### config.mk
export PLATFORM = sky130hd
export DESIGN_NAME = sharpening_3x3_window_filter
export DESIGN_NICKNAME = d
export VERILOG_FILES = /design/src/rtl/sfw_pkg.sv /design/src/rtl/sfw_col_cell.sv /design/src/rtl/sfw_window.sv /design/src/rtl/sfw_expander.sv /design/src/rtl/sharpening_3x3_window_filter.sv
export SDC_FILE = /design/constraint.sdc
export NUM_CORES = 2
export LEC_CHECK = 0
export BUFFER_PORTS_ARGS = -buffer_cell sky130_fd_sc_hd__buf_4
export CAP_MARGIN = 20
export CORE_ASPECT_RATIO = 0.8
export CORE_MARGIN = 4
export CORE_UTILIZATION = 30
export DETAILED_ROUTE_END_ITERATION = 12
export GPL_TIMING_DRIVEN = 0
export HOLD_SLACK_MARGIN = 0.05
export PLACE_DENSITY = 0.55
export SETUP_SLACK_MARGIN = 0.4
export SLEW_MARGIN = 10
export SYNTH_ARGS = -nofsm -noshare
export SYNTH_HDL_FRONTEND = slang
export SYNTH_HIERARCHICAL = 1
export SYNTH_MEMORY_MAX_BITS = 65536
export SYNTH_SLANG_ARGS = --single-unit
### constraint.sdc
create_clock -name clk -period 20.1 [get_ports clk]
set_input_delay 1.005 -clock clk [delete_from_list [all_inputs] [get_ports clk]]
set_output_delay 1.005 -clock clk [all_outputs]
set_load 0.05 [all_outputs]
### src/rtl/sfw_pkg.sv
// Shared types and constants of the 3x3 sharpening filter.
`timescale 1ns / 1ps
`default_nettype none

package sfw_pkg;

    localparam int DEF_MAX_WIDTH  = 256;
    localparam int DEF_MAX_HEIGHT = 4096;

    localparam int PIX_W      = 8;
    localparam int CFG_WID_W  = 9;
    localparam int CFG_HGT_W  = 13;
    localparam int CFG_DATA_W = 13;
    localparam int MIN_SIZE   = 4;
    localparam int RST_WIDTH  = 256;
    localparam int RST_HEIGHT = 256;

    localparam int Q_DEPTH = 4;
    localparam int Q_PTR_W = $clog2(Q_DEPTH);
    localparam int Q_LVL_W = $clog2(Q_DEPTH + 1);

    typedef enum logic [0:0] {
        REG_IMAGE_WIDTH  = 1'b0,
        REG_IMAGE_HEIGHT = 1'b1
    } sfw_reg_t;

    // one window column: [0] top, [1] middle, [2] bottom
    typedef logic [2:0][PIX_W-1:0] sfw_column_t;

    // which border copies an interior result also feeds
    typedef struct packed {
        logic row_lo;
        logic row_hi;
        logic col_lo;
        logic col_hi;
    } sfw_border_t;

endpackage

`default_nettype wire

### src/rtl/sfw_col_cell.sv
// One column cell of the 3x3 window chain.
`timescale 1ns / 1ps
`default_nettype none

module sfw_col_cell
    import sfw_pkg::*;
(
    input  logic        clk,
    input  logic        shift,
    input  sfw_column_t d,
    output sfw_column_t q
);

    sfw_column_t col_reg;

    always_ff @(posedge clk)
    begin
        if (shift)
        begin
            col_reg <= d;
        end
    end

    assign q = col_reg;

endmodule

`default_nettype wire

### src/rtl/sfw_window.sv
// Line stores, window cell chain and sharpening arithmetic.
`timescale 1ns / 1ps
`default_nettype none

module sfw_window
    import sfw_pkg::*;
#(
    parameter int MAX_WIDTH = DEF_MAX_WIDTH,
    parameter int ROW_W     = 12,
    parameter int COL_W     = 8
)
(
    input  logic             clk,
    input  logic             rst_n,
    input  logic             accept,
    input  logic [PIX_W-1:0] pixel,
    input  logic [ROW_W-1:0] row,
    input  logic [COL_W-1:0] col,
    input  logic [ROW_W-1:0] h_last,
    input  logic [COL_W-1:0] w_last,
    output logic             push,
    output logic [PIX_W-1:0] push_value,
    output logic [ROW_W-1:0] push_row,
    output logic [COL_W-1:0] push_col,
    output sfw_border_t      push_border,
    output logic [1:0]       inflight
);

    logic [PIX_W-1:0] older_mem [MAX_WIDTH];
    logic [PIX_W-1:0] newer_mem [MAX_WIDTH];

    logic             s1_valid_reg;
    logic [PIX_W-1:0] s1_pixel_reg;
    logic [ROW_W-1:0] s1_row_reg;
    logic [COL_W-1:0] s1_col_reg;
    logic [PIX_W-1:0] top_rd_reg;
    logic [PIX_W-1:0] mid_rd_reg;

    logic             s2_valid_reg;
    logic [PIX_W-1:0] s2_value_reg;
    logic [ROW_W-1:0] s2_row_reg;
    logic [COL_W-1:0] s2_col_reg;
    sfw_border_t      s2_border_reg;

    sfw_column_t cur_col;
    sfw_column_t new_col;
    sfw_column_t old_col;
    logic        has_result;
    sfw_border_t border;

    function automatic logic [PIX_W-1:0] sharpen(
        input sfw_column_t a,
        input sfw_column_t b,
        input sfw_column_t c
    );
        logic [10:0]        nsum;
        logic [11:0]        gain;
        logic signed [12:0] sum;
        logic [PIX_W-1:0]   res;
        nsum = 11'(a[0]) + 11'(a[1]) + 11'(a[2]) + 11'(b[0]) + 11'(b[2])
             + 11'(c[0]) + 11'(c[1]) + 11'(c[2]);
        gain = 12'({b[1], 3'b000}) + 12'({b[1], 2'b00});
        sum  = $signed({1'b0, gain}) - $signed({2'b00, nsum});
        // negative sums truncate to zero or below, both clamp to zero
        priority if (sum[12])
            res = '0;
        else if (sum[11:2] > 10'd255)
            res = '1;
        else
            res = sum[9:2];
        return res;
    endfunction

    // stage 0: line store read at the accepted column
    always_ff @(posedge clk)
    begin
        if (accept)
        begin
            top_rd_reg   <= older_mem[col];
            mid_rd_reg   <= newer_mem[col];
            s1_pixel_reg <= pixel;
            s1_row_reg   <= row;
            s1_col_reg   <= col;
        end
        if (s1_valid_reg)
        begin
            older_mem[s1_col_reg] <= mid_rd_reg;
            newer_mem[s1_col_reg] <= s1_pixel_reg;
        end
    end

    // stage 1: window formed from current column plus two cells
    assign cur_col[0] = top_rd_reg;
    assign cur_col[1] = mid_rd_reg;
    assign cur_col[2] = s1_pixel_reg;

    sfw_col_cell u_cell_new
    (
        .clk   (clk),
        .shift (s1_valid_reg),
        .d     (cur_col),
        .q     (new_col)
    );

    sfw_col_cell u_cell_old
    (
        .clk   (clk),
        .shift (s1_valid_reg),
        .d     (new_col),
        .q     (old_col)
    );

    assign has_result = s1_valid_reg && (s1_row_reg >= ROW_W'(2))
                        && (s1_col_reg >= COL_W'(2));

    always_comb
    begin
        border.row_lo = (s1_row_reg == ROW_W'(2));
        border.row_hi = (s1_row_reg == h_last);
        border.col_lo = (s1_col_reg == COL_W'(2));
        border.col_hi = (s1_col_reg == w_last);
    end

    always_ff @(posedge clk or negedge rst_n)
    begin
        if (!rst_n)
        begin
            s1_valid_reg <= 1'b0;
            s2_valid_reg <= 1'b0;
        end
        else
        begin
            s1_valid_reg <= accept;
            s2_valid_reg <= has_result;
        end
    end

    // stage 2: registered interior result
    always_ff @(posedge clk)
    begin
        if (has_result)
        begin
            s2_value_reg  <= sharpen(old_col, new_col, cur_col);
            s2_row_reg    <= s1_row_reg - ROW_W'(1);
            s2_col_reg    <= s1_col_reg - COL_W'(1);
            s2_border_reg <= border;
        end
    end

    assign push        = s2_valid_reg;
    assign push_value  = s2_value_reg;
    assign push_row    = s2_row_reg;
    assign push_col    = s2_col_reg;
    assign push_border = s2_border_reg;
    assign inflight    = 2'(s1_valid_reg) + 2'(s2_valid_reg);

endmodule

`default_nettype wire

### src/rtl/sfw_expander.sv
// Result queue and border fan-out onto the output register.
`timescale 1ns / 1ps
`default_nettype none

module sfw_expander
    import sfw_pkg::*;
#(
    parameter int ROW_W = 12,
    parameter int COL_W = 8
)
(
    input  logic               clk,
    input  logic               rst_n,
    input  logic               push,
    input  logic [PIX_W-1:0]   push_value,
    input  logic [ROW_W-1:0]   push_row,
    input  logic [COL_W-1:0]   push_col,
    input  sfw_border_t        push_border,
    input  logic [ROW_W-1:0]   h_last,
    input  logic [COL_W-1:0]   w_last,
    output logic [Q_LVL_W-1:0] level,
    input  logic               out_ready,
    output logic               out_valid,
    output logic [ROW_W-1:0]   out_row,
    output logic [COL_W-1:0]   out_col,
    output logic [PIX_W-1:0]   out_value,
    output logic               out_last
);

    logic [PIX_W-1:0] q_value_reg  [Q_DEPTH];
    logic [ROW_W-1:0] q_row_reg    [Q_DEPTH];
    logic [COL_W-1:0] q_col_reg    [Q_DEPTH];
    sfw_border_t      q_border_reg [Q_DEPTH];

    logic [Q_PTR_W-1:0] wr_ptr_reg, wr_ptr_next;
    logic [Q_PTR_W-1:0] rd_ptr_reg, rd_ptr_next;
    logic [Q_LVL_W-1:0] level_reg, level_next;
    logic [1:0]         row_idx_reg, row_idx_next;
    logic [1:0]         col_idx_reg, col_idx_next;

    logic             out_valid_reg, out_valid_next;
    logic [ROW_W-1:0] out_row_reg;
    logic [COL_W-1:0] out_col_reg;
    logic [PIX_W-1:0] out_value_reg;
    logic             out_last_reg;

    sfw_border_t      hb;
    logic             head_valid;
    logic             emit;
    logic             pop;
    logic             row_done;
    logic             col_done;
    logic [ROW_W-1:0] row_sel;
    logic [COL_W-1:0] col_sel;

    always_ff @(posedge clk)
    begin
        if (push)
        begin
            q_value_reg[wr_ptr_reg]  <= push_value;
            q_row_reg[wr_ptr_reg]    <= push_row;
            q_col_reg[wr_ptr_reg]    <= push_col;
            q_border_reg[wr_ptr_reg] <= push_border;
        end
    end

    assign hb         = q_border_reg[rd_ptr_reg];
    assign head_valid = (level_reg != '0);
    assign emit       = head_valid && (!out_valid_reg || out_ready);
    assign row_done   = (row_idx_reg == 2'(hb.row_lo) + 2'(hb.row_hi));
    assign col_done   = (col_idx_reg == 2'(hb.col_lo) + 2'(hb.col_hi));
    assign pop        = emit && row_done && col_done;

    // position lists: [0 if low edge], interior, [last if high edge]
    always_comb
    begin
        priority if (hb.row_lo && row_idx_reg == 2'd0)
            row_sel = '0;
        else if (row_idx_reg == 2'(hb.row_lo))
            row_sel = q_row_reg[rd_ptr_reg];
        else
            row_sel = h_last;

        priority if (hb.col_lo && col_idx_reg == 2'd0)
            col_sel = '0;
        else if (col_idx_reg == 2'(hb.col_lo))
            col_sel = q_col_reg[rd_ptr_reg];
        else
            col_sel = w_last;
    end

    always_comb
    begin
        wr_ptr_next    = push ? wr_ptr_reg + Q_PTR_W'(1) : wr_ptr_reg;
        rd_ptr_next    = pop ? rd_ptr_reg + Q_PTR_W'(1) : rd_ptr_reg;
        level_next     = level_reg + Q_LVL_W'(push) - Q_LVL_W'(pop);
        row_idx_next   = row_idx_reg;
        col_idx_next   = col_idx_reg;
        if (emit)
        begin
            if (col_done)
            begin
                col_idx_next = '0;
                row_idx_next = row_done ? 2'd0 : row_idx_reg + 2'd1;
            end
            else
            begin
                col_idx_next = col_idx_reg + 2'd1;
            end
        end
        out_valid_next = emit || (out_valid_reg && !out_ready);
    end

    always_ff @(posedge clk or negedge rst_n)
    begin
        if (!rst_n)
        begin
            wr_ptr_reg    <= '0;
            rd_ptr_reg    <= '0;
            level_reg     <= '0;
            row_idx_reg   <= '0;
            col_idx_reg   <= '0;
            out_valid_reg <= 1'b0;
        end
        else
        begin
            wr_ptr_reg    <= wr_ptr_next;
            rd_ptr_reg    <= rd_ptr_next;
            level_reg     <= level_next;
            row_idx_reg   <= row_idx_next;
            col_idx_reg   <= col_idx_next;
            out_valid_reg <= out_valid_next;
        end
    end

    always_ff @(posedge clk)
    begin
        if (emit)
        begin
            out_row_reg   <= row_sel;
            out_col_reg   <= col_sel;
            out_value_reg <= q_value_reg[rd_ptr_reg];
            out_last_reg  <= hb.row_hi && hb.col_hi && row_done && col_done;
        end
    end

    assign level     = level_reg;
    assign out_valid = out_valid_reg;
    assign out_row   = out_row_reg;
    assign out_col   = out_col_reg;
    assign out_value = out_value_reg;
    assign out_last  = out_last_reg;

`ifndef SYNTHESIS
    a_no_overflow: assert property (@(posedge clk) disable iff (!rst_n)
        push |-> (level_reg != Q_LVL_W'(Q_DEPTH)))
        else $error("result queue overflow");

    a_level_bound: assert property (@(posedge clk) disable iff (!rst_n)
        level_reg <= Q_LVL_W'(Q_DEPTH))
        else $error("result queue level out of range");

    a_idx_idle: assert property (@(posedge clk) disable iff (!rst_n)
        !head_valid |-> (row_idx_reg == 2'd0 && col_idx_reg == 2'd0))
        else $error("fan-out index not cleared with empty queue");

    a_idx_bound: assert property (@(posedge clk) disable iff (!rst_n)
        head_valid |-> (row_idx_reg <= 2'(hb.row_lo) + 2'(hb.row_hi)))
        else $error("row fan-out index past list end");
`endif

endmodule

`default_nettype wire

### src/rtl/sharpening_3x3_window_filter.sv
// Top level of the streaming 3x3 Laplacian high-boost sharpening filter.
// Takes one grey pixel per clock in raster order while s_axis_tready is high;
// row and column are counted internally and restart at the origin on any
// register write. Each pixel at row>=2, col>=2 yields one interior result
// (12*centre - 8 neighbors)/4, clamped to 0..255, for the window centred one
// row up and one column left; border positions repeat the nearest interior
// result, so one pixel gives one to four results. Results leave one per clock
// while m_axis_tready is high: in interior rows the input stalls where the
// extra left-border result uses up the four credits shared by the result
// queue and the two pipeline stages; pixels of the first and last interior
// result rows and the four corner pixels stall the input longer, as set by
// the single output register behind a four-entry result queue. The first
// result of a pixel passes the stage-1 and stage-2 registers, the result
// queue and the output register. Line stores need no clearing pass after reset.
`timescale 1ns / 1ps
`default_nettype none

module sharpening_3x3_window_filter
    import sfw_pkg::*;
#(
    parameter int MAX_WIDTH  = DEF_MAX_WIDTH,
    parameter int MAX_HEIGHT = DEF_MAX_HEIGHT,
    localparam int COL_W     = $clog2(MAX_WIDTH),
    localparam int ROW_W     = $clog2(MAX_HEIGHT),
    localparam int OUT_DW    = ((ROW_W + COL_W + PIX_W + 7) / 8) * 8
)
(
    input  logic                  clk,
    input  logic                  rst_n,
    input  logic                  cfg_we,
    input  logic [0:0]            cfg_index,
    input  logic [CFG_DATA_W-1:0] cfg_data,
    input  logic                  s_axis_tvalid,
    output logic                  s_axis_tready,
    input  logic [PIX_W-1:0]      s_axis_tdata,   // pixel
    output logic                  m_axis_tvalid,
    input  logic                  m_axis_tready,
    output logic [OUT_DW-1:0]     m_axis_tdata,   // out_row, out_col, sharpened
    output logic                  m_axis_tlast    // frame_end
);

    logic [CFG_WID_W-1:0] width_reg, width_next;
    logic [CFG_HGT_W-1:0] height_reg, height_next;
    logic [COL_W-1:0]     col_reg, col_next;
    logic [ROW_W-1:0]     row_reg, row_next;

    logic [COL_W-1:0]   w_last;
    logic [ROW_W-1:0]   h_last;
    logic               accept;
    logic [1:0]         inflight;
    logic [Q_LVL_W-1:0] level;

    logic               push;
    logic [PIX_W-1:0]   push_value;
    logic [ROW_W-1:0]   push_row;
    logic [COL_W-1:0]   push_col;
    sfw_border_t        push_border;

    logic [ROW_W-1:0]   out_row;
    logic [COL_W-1:0]   out_col;
    logic [PIX_W-1:0]   out_value;

    // effective frame size, clamped to MIN_SIZE..MAX
    always_comb
    begin
        priority if (width_reg < MIN_SIZE)
            w_last = COL_W'(MIN_SIZE - 1);
        else if (width_reg > MAX_WIDTH)
            w_last = COL_W'(MAX_WIDTH - 1);
        else
            w_last = COL_W'(width_reg - CFG_WID_W'(1));

        priority if (height_reg < MIN_SIZE)
            h_last = ROW_W'(MIN_SIZE - 1);
        else if (height_reg > MAX_HEIGHT)
            h_last = ROW_W'(MAX_HEIGHT - 1);
        else
            h_last = ROW_W'(height_reg - CFG_HGT_W'(1));
    end

    assign s_axis_tready = (int'(level) + int'(inflight)) < Q_DEPTH;
    assign accept        = s_axis_tvalid && s_axis_tready;

    always_comb
    begin
        width_next  = width_reg;
        height_next = height_reg;
        col_next    = col_reg;
        row_next    = row_reg;
        priority if (cfg_we)
        begin
            unique case (sfw_reg_t'(cfg_index))
                REG_IMAGE_WIDTH:  width_next  = cfg_data[CFG_WID_W-1:0];
                REG_IMAGE_HEIGHT: height_next = cfg_data[CFG_HGT_W-1:0];
                default:          width_next  = width_reg;
            endcase
            col_next = '0;
            row_next = '0;
        end
        else if (accept)
        begin
            if (col_reg == w_last)
            begin
                col_next = '0;
                row_next = (row_reg == h_last) ? '0 : row_reg + ROW_W'(1);
            end
            else
            begin
                col_next = col_reg + COL_W'(1);
            end
        end
    end

    always_ff @(posedge clk or negedge rst_n)
    begin
        if (!rst_n)
        begin
            width_reg  <= CFG_WID_W'(RST_WIDTH);
            height_reg <= CFG_HGT_W'(RST_HEIGHT);
            col_reg    <= '0;
            row_reg    <= '0;
        end
        else
        begin
            width_reg  <= width_next;
            height_reg <= height_next;
            col_reg    <= col_next;
            row_reg    <= row_next;
        end
    end

    sfw_window
    #(
        .MAX_WIDTH (MAX_WIDTH),
        .ROW_W     (ROW_W),
        .COL_W     (COL_W)
    )
    u_window
    (
        .clk         (clk),
        .rst_n       (rst_n),
        .accept      (accept),
        .pixel       (s_axis_tdata),
        .row         (row_reg),
        .col         (col_reg),
        .h_last      (h_last),
        .w_last      (w_last),
        .push        (push),
        .push_value  (push_value),
        .push_row    (push_row),
        .push_col    (push_col),
        .push_border (push_border),
        .inflight    (inflight)
    );

    sfw_expander
    #(
        .ROW_W (ROW_W),
        .COL_W (COL_W)
    )
    u_expander
    (
        .clk         (clk),
        .rst_n       (rst_n),
        .push        (push),
        .push_value  (push_value),
        .push_row    (push_row),
        .push_col    (push_col),
        .push_border (push_border),
        .h_last      (h_last),
        .w_last      (w_last),
        .level       (level),
        .out_ready   (m_axis_tready),
        .out_valid   (m_axis_tvalid),
        .out_row     (out_row),
        .out_col     (out_col),
        .out_value   (out_value),
        .out_last    (m_axis_tlast)
    );

    assign m_axis_tdata = OUT_DW'({out_value, out_col, out_row});

endmodule

`default_nettype wire
==> out/metrics.cfg <==
[global_routing]
antenna_found_initial=27
grt-ovfl-total=0
grt_pass1_vias=88323
track_usage_pct=18.0
use_met1_pct=26.2
use_met3_pct=6.62
busiest_layer=met1
grt_pass1_wl_mm=742
met2_usage_pct=25.0
grt_max_degree=57

[place]
port_buffers=57
globalplace.congestion=0.908
numPlacedInstances=15995
dpl.hpwl_mm=392
post-place-ws_ps=13800

[worst_setup_path]
worstPathRequired_ps=20760
worst_r2r_startpoint=col_reg[4]
r2r_slack_ps=13700
worst-setup-path-type=reg -> reg
reg2reg_depth=8
critPathCapture=u_window/top_rd_reg[1]
cp-startpoint=col_reg[4]
rr_endpoint=u_window/top_rd_reg[1]
critPathLaunchType=flop
crit_fanout=14
crit_path_end_kind=flop
arrival_ps=7070

[sta]
fin_skew_ps=137
slew_headroom_pct=15.9
finalSetupViolCount=0
min_period_ps=6400
fmax_ghz=0.156
final_max_slew_viol_count=0
finalCritPeriodShare_pct=31.9
rsz0062_at_grt=false
hold_viol=0
fin_setup_tns_ps=0
hold_ws_ps=153
worstMarginPinSlew_ps=1260
finalWorstSetupSlack_ps=13700

[clocking]
clockBufferDepth=4
cts_made_buffers=427
cts_max_level=5
cts_sinks=4433
clock_latency_ps=1100
cts_tree=done
cts_setup_buffers=0
clk_pin_slew_worst_paths_ps=60
cts_root_buf=clkbuf_16

[finish]
area_growth_pct=19.1
post-route-util_pct=35.9
layout-drive-gt1-share_pct=30.6
layout_commonest_cell=edfxtp_1
fillers=51947
final_cell_count_no_fill=16807
layout_common_cells=4377 x edfxtp_1, 1055 x mux4_2, 427 x clkbuf_16, 302 x buf_8, 213 x clkbuf_1
final_nets=8950

[floorplan]
pin_count=62
die_y_um=686
coreArea_um2=572000
start_util_pct=30.2
dieWidth_um=856
rows=248
dieArea_um2=587000

[job]
max_cap_violations=0

[synth]
synth-compound-area-share_pct=2.92
synth_top_area_cell=edfxtp_1
yosys_most_used_dff=edfxtp_1
synth_adder_area_share_pct=1.04
synth_top_family_by_area=multiplexers
postSynthCellCount=7856
ys_seq_elements=4433
synthSimpleGateAreaFrac_pct=2.13
syn_area_um2=172000
synthTopCellsByArea=edfxtp_1 76%, mux4_2 14%, dfrtp_1 0.78%
synth-seq-area-share_pct=77.0
ys_warn_count=6
yosys.cell_types.count=92
syn_area_per_cell_um2=21.9
async_reset_ff_share_pct=1.26
synth_edf_count=4377
synth_mux_area_share_pct=14.7
yosys.area_share.xor_xnor_pct=0.395
synth_top_area_share_pct=76.2

[detailed_routing]
wirelength_mm=547
initialDrtViolationCount=15357
drt-wirelength-per-cell_um=32.5
vias=91618
viasPerCell=5.45
postRouteAntennaNets=0
drtPass1Iterations=6
post-route-drc-count=0

[power]
power_density_nw_per_um2=138
power.share.clock_pct=27.9
netSwitchingPower_mw=9.37
switching_share_pct=33.1
pwr-share-seq_pct=39.6
p_comb_share_pct=32.4
ir_drop_v=0.000532
p_leak_nw=63.8
p_int_mw=19.0

[run_status]
status=finished clean

[worst_hold_path]
min_path_type=in -> reg

-- stage by stage --
step	instance area, um2	power [mW]
6_report	205000	28.3
2_1_floorplan	172000	17.1
4_1_cts	205000	28.4
3_5_place_dp	191000	20.5
3_3_place_gp	182000	20.3
5_1_grt	205000	29.5
-- power groups by stage --
stage	sequential, mW	combinational (mW)	clock (mW)
after floorplan	11.9	5.13	0
after global placement	12.5	7.77	0
after detailed placement	11.4	9.09	0
after CTS	11.2	9.12	8.03
after global routing	11.2	9.86	8.43
final	11.2	9.19	7.91
-- routing by layer --
metal | routed length (um) | vias to the layer above | share of wire [%]
met4 | 19400 | 6 | 3.6
met3 | 76200 | 862 | 14
met2 | 226000 | 5998 | 41
met1 | 225000 | 49674 | 41
li1 | - | 35078 | -
met5 | 28 | - | 0.0051
-- what timing repair did --
item / in CTS / in global routing
endpoints found under the hold margin: 45 / 0
hold buffers: 1 / 0
resized for setup: 0 / 0
-- worst min path at each step --
stage,from,cells after the start,end
5_1_grt,s_axis_tdata[0],1,u_window/s1_pixel_reg[0]
6_report,s_axis_tdata[0],1,u_window/s1_pixel_reg[0]
4_1_cts,s_axis_tdata[0],1,u_window/s1_pixel_reg[0]
2_1_floorplan,row_reg[5],0,u_window/s1_row_reg[5]
3_3_place_gp,u_window/u_cell_new/q[16],0,u_window/u_cell_old/q[16]
3_5_place_dp,u_window/u_cell_new/q[4],0,u_window/u_cell_old/q[4]
-- final cells by class --
class / count / area, um2 / share of cell area (%)
antenna: 10 / 25.0 / 0.0122
timing repair buffer: 529 / 8840 / 4.31
clock inverter: 282 / 2700 / 1.31
clock buffer: 502 / 11000 / 5.34
tap: 7625 / 9540 / 4.65
multi-input combinational: 2840 / 37300 / 18.2
buffer: 439 / 2570 / 1.25
inverter: 147 / 552 / 0.269
sequential: 4433 / 133000 / 64.7
-- cell families (layout without fill, tap and decap cells) --
group,count (synthesis),count (layout)
compound gates,710,710
xor+xnor,76,76
fa+ha+maj,106,106
buf+inv,586,1899
flops,4433,4433
mux,1200,1200
other cells,1,14
simple gates,744,744
-- worst max-delay path, cell delays in order, from the launching register on --
cell and delay, ps:
dfrtp_1 1010, buf_2 470, buf_2 540, buf_2 500
clkbuf_1 780, a211oi_1 290, a2111oi_1 1060, nand4_1 480
nor3_2 840
-- synth_stat cells (26+ instances only) --
cell type,number
a21oi_1,85
nor2_1,314
dfrtp_1,54
buf_2,123
xor2_1,26
nand3_1,45
nor2b_1,60
xnor2_1,48
a22oi_1,71
clkbuf_1,166
nor3_1,66
fa_1,63
nand2_1,74
nor4_1,28
o21ai_0,76
nand4_1,26
a22o_1,69
ha_1,43
inv_1,145
mux2i_1,76
o22ai_1,180
buf_4,55
mux2_2,68
mux4_2,1055
edfxtp_1,4377
a221oi_1,94
or4_1,29
a211oi_1,50
buf_6,64
Note: power is estimated with default switching activity, not from simulation.
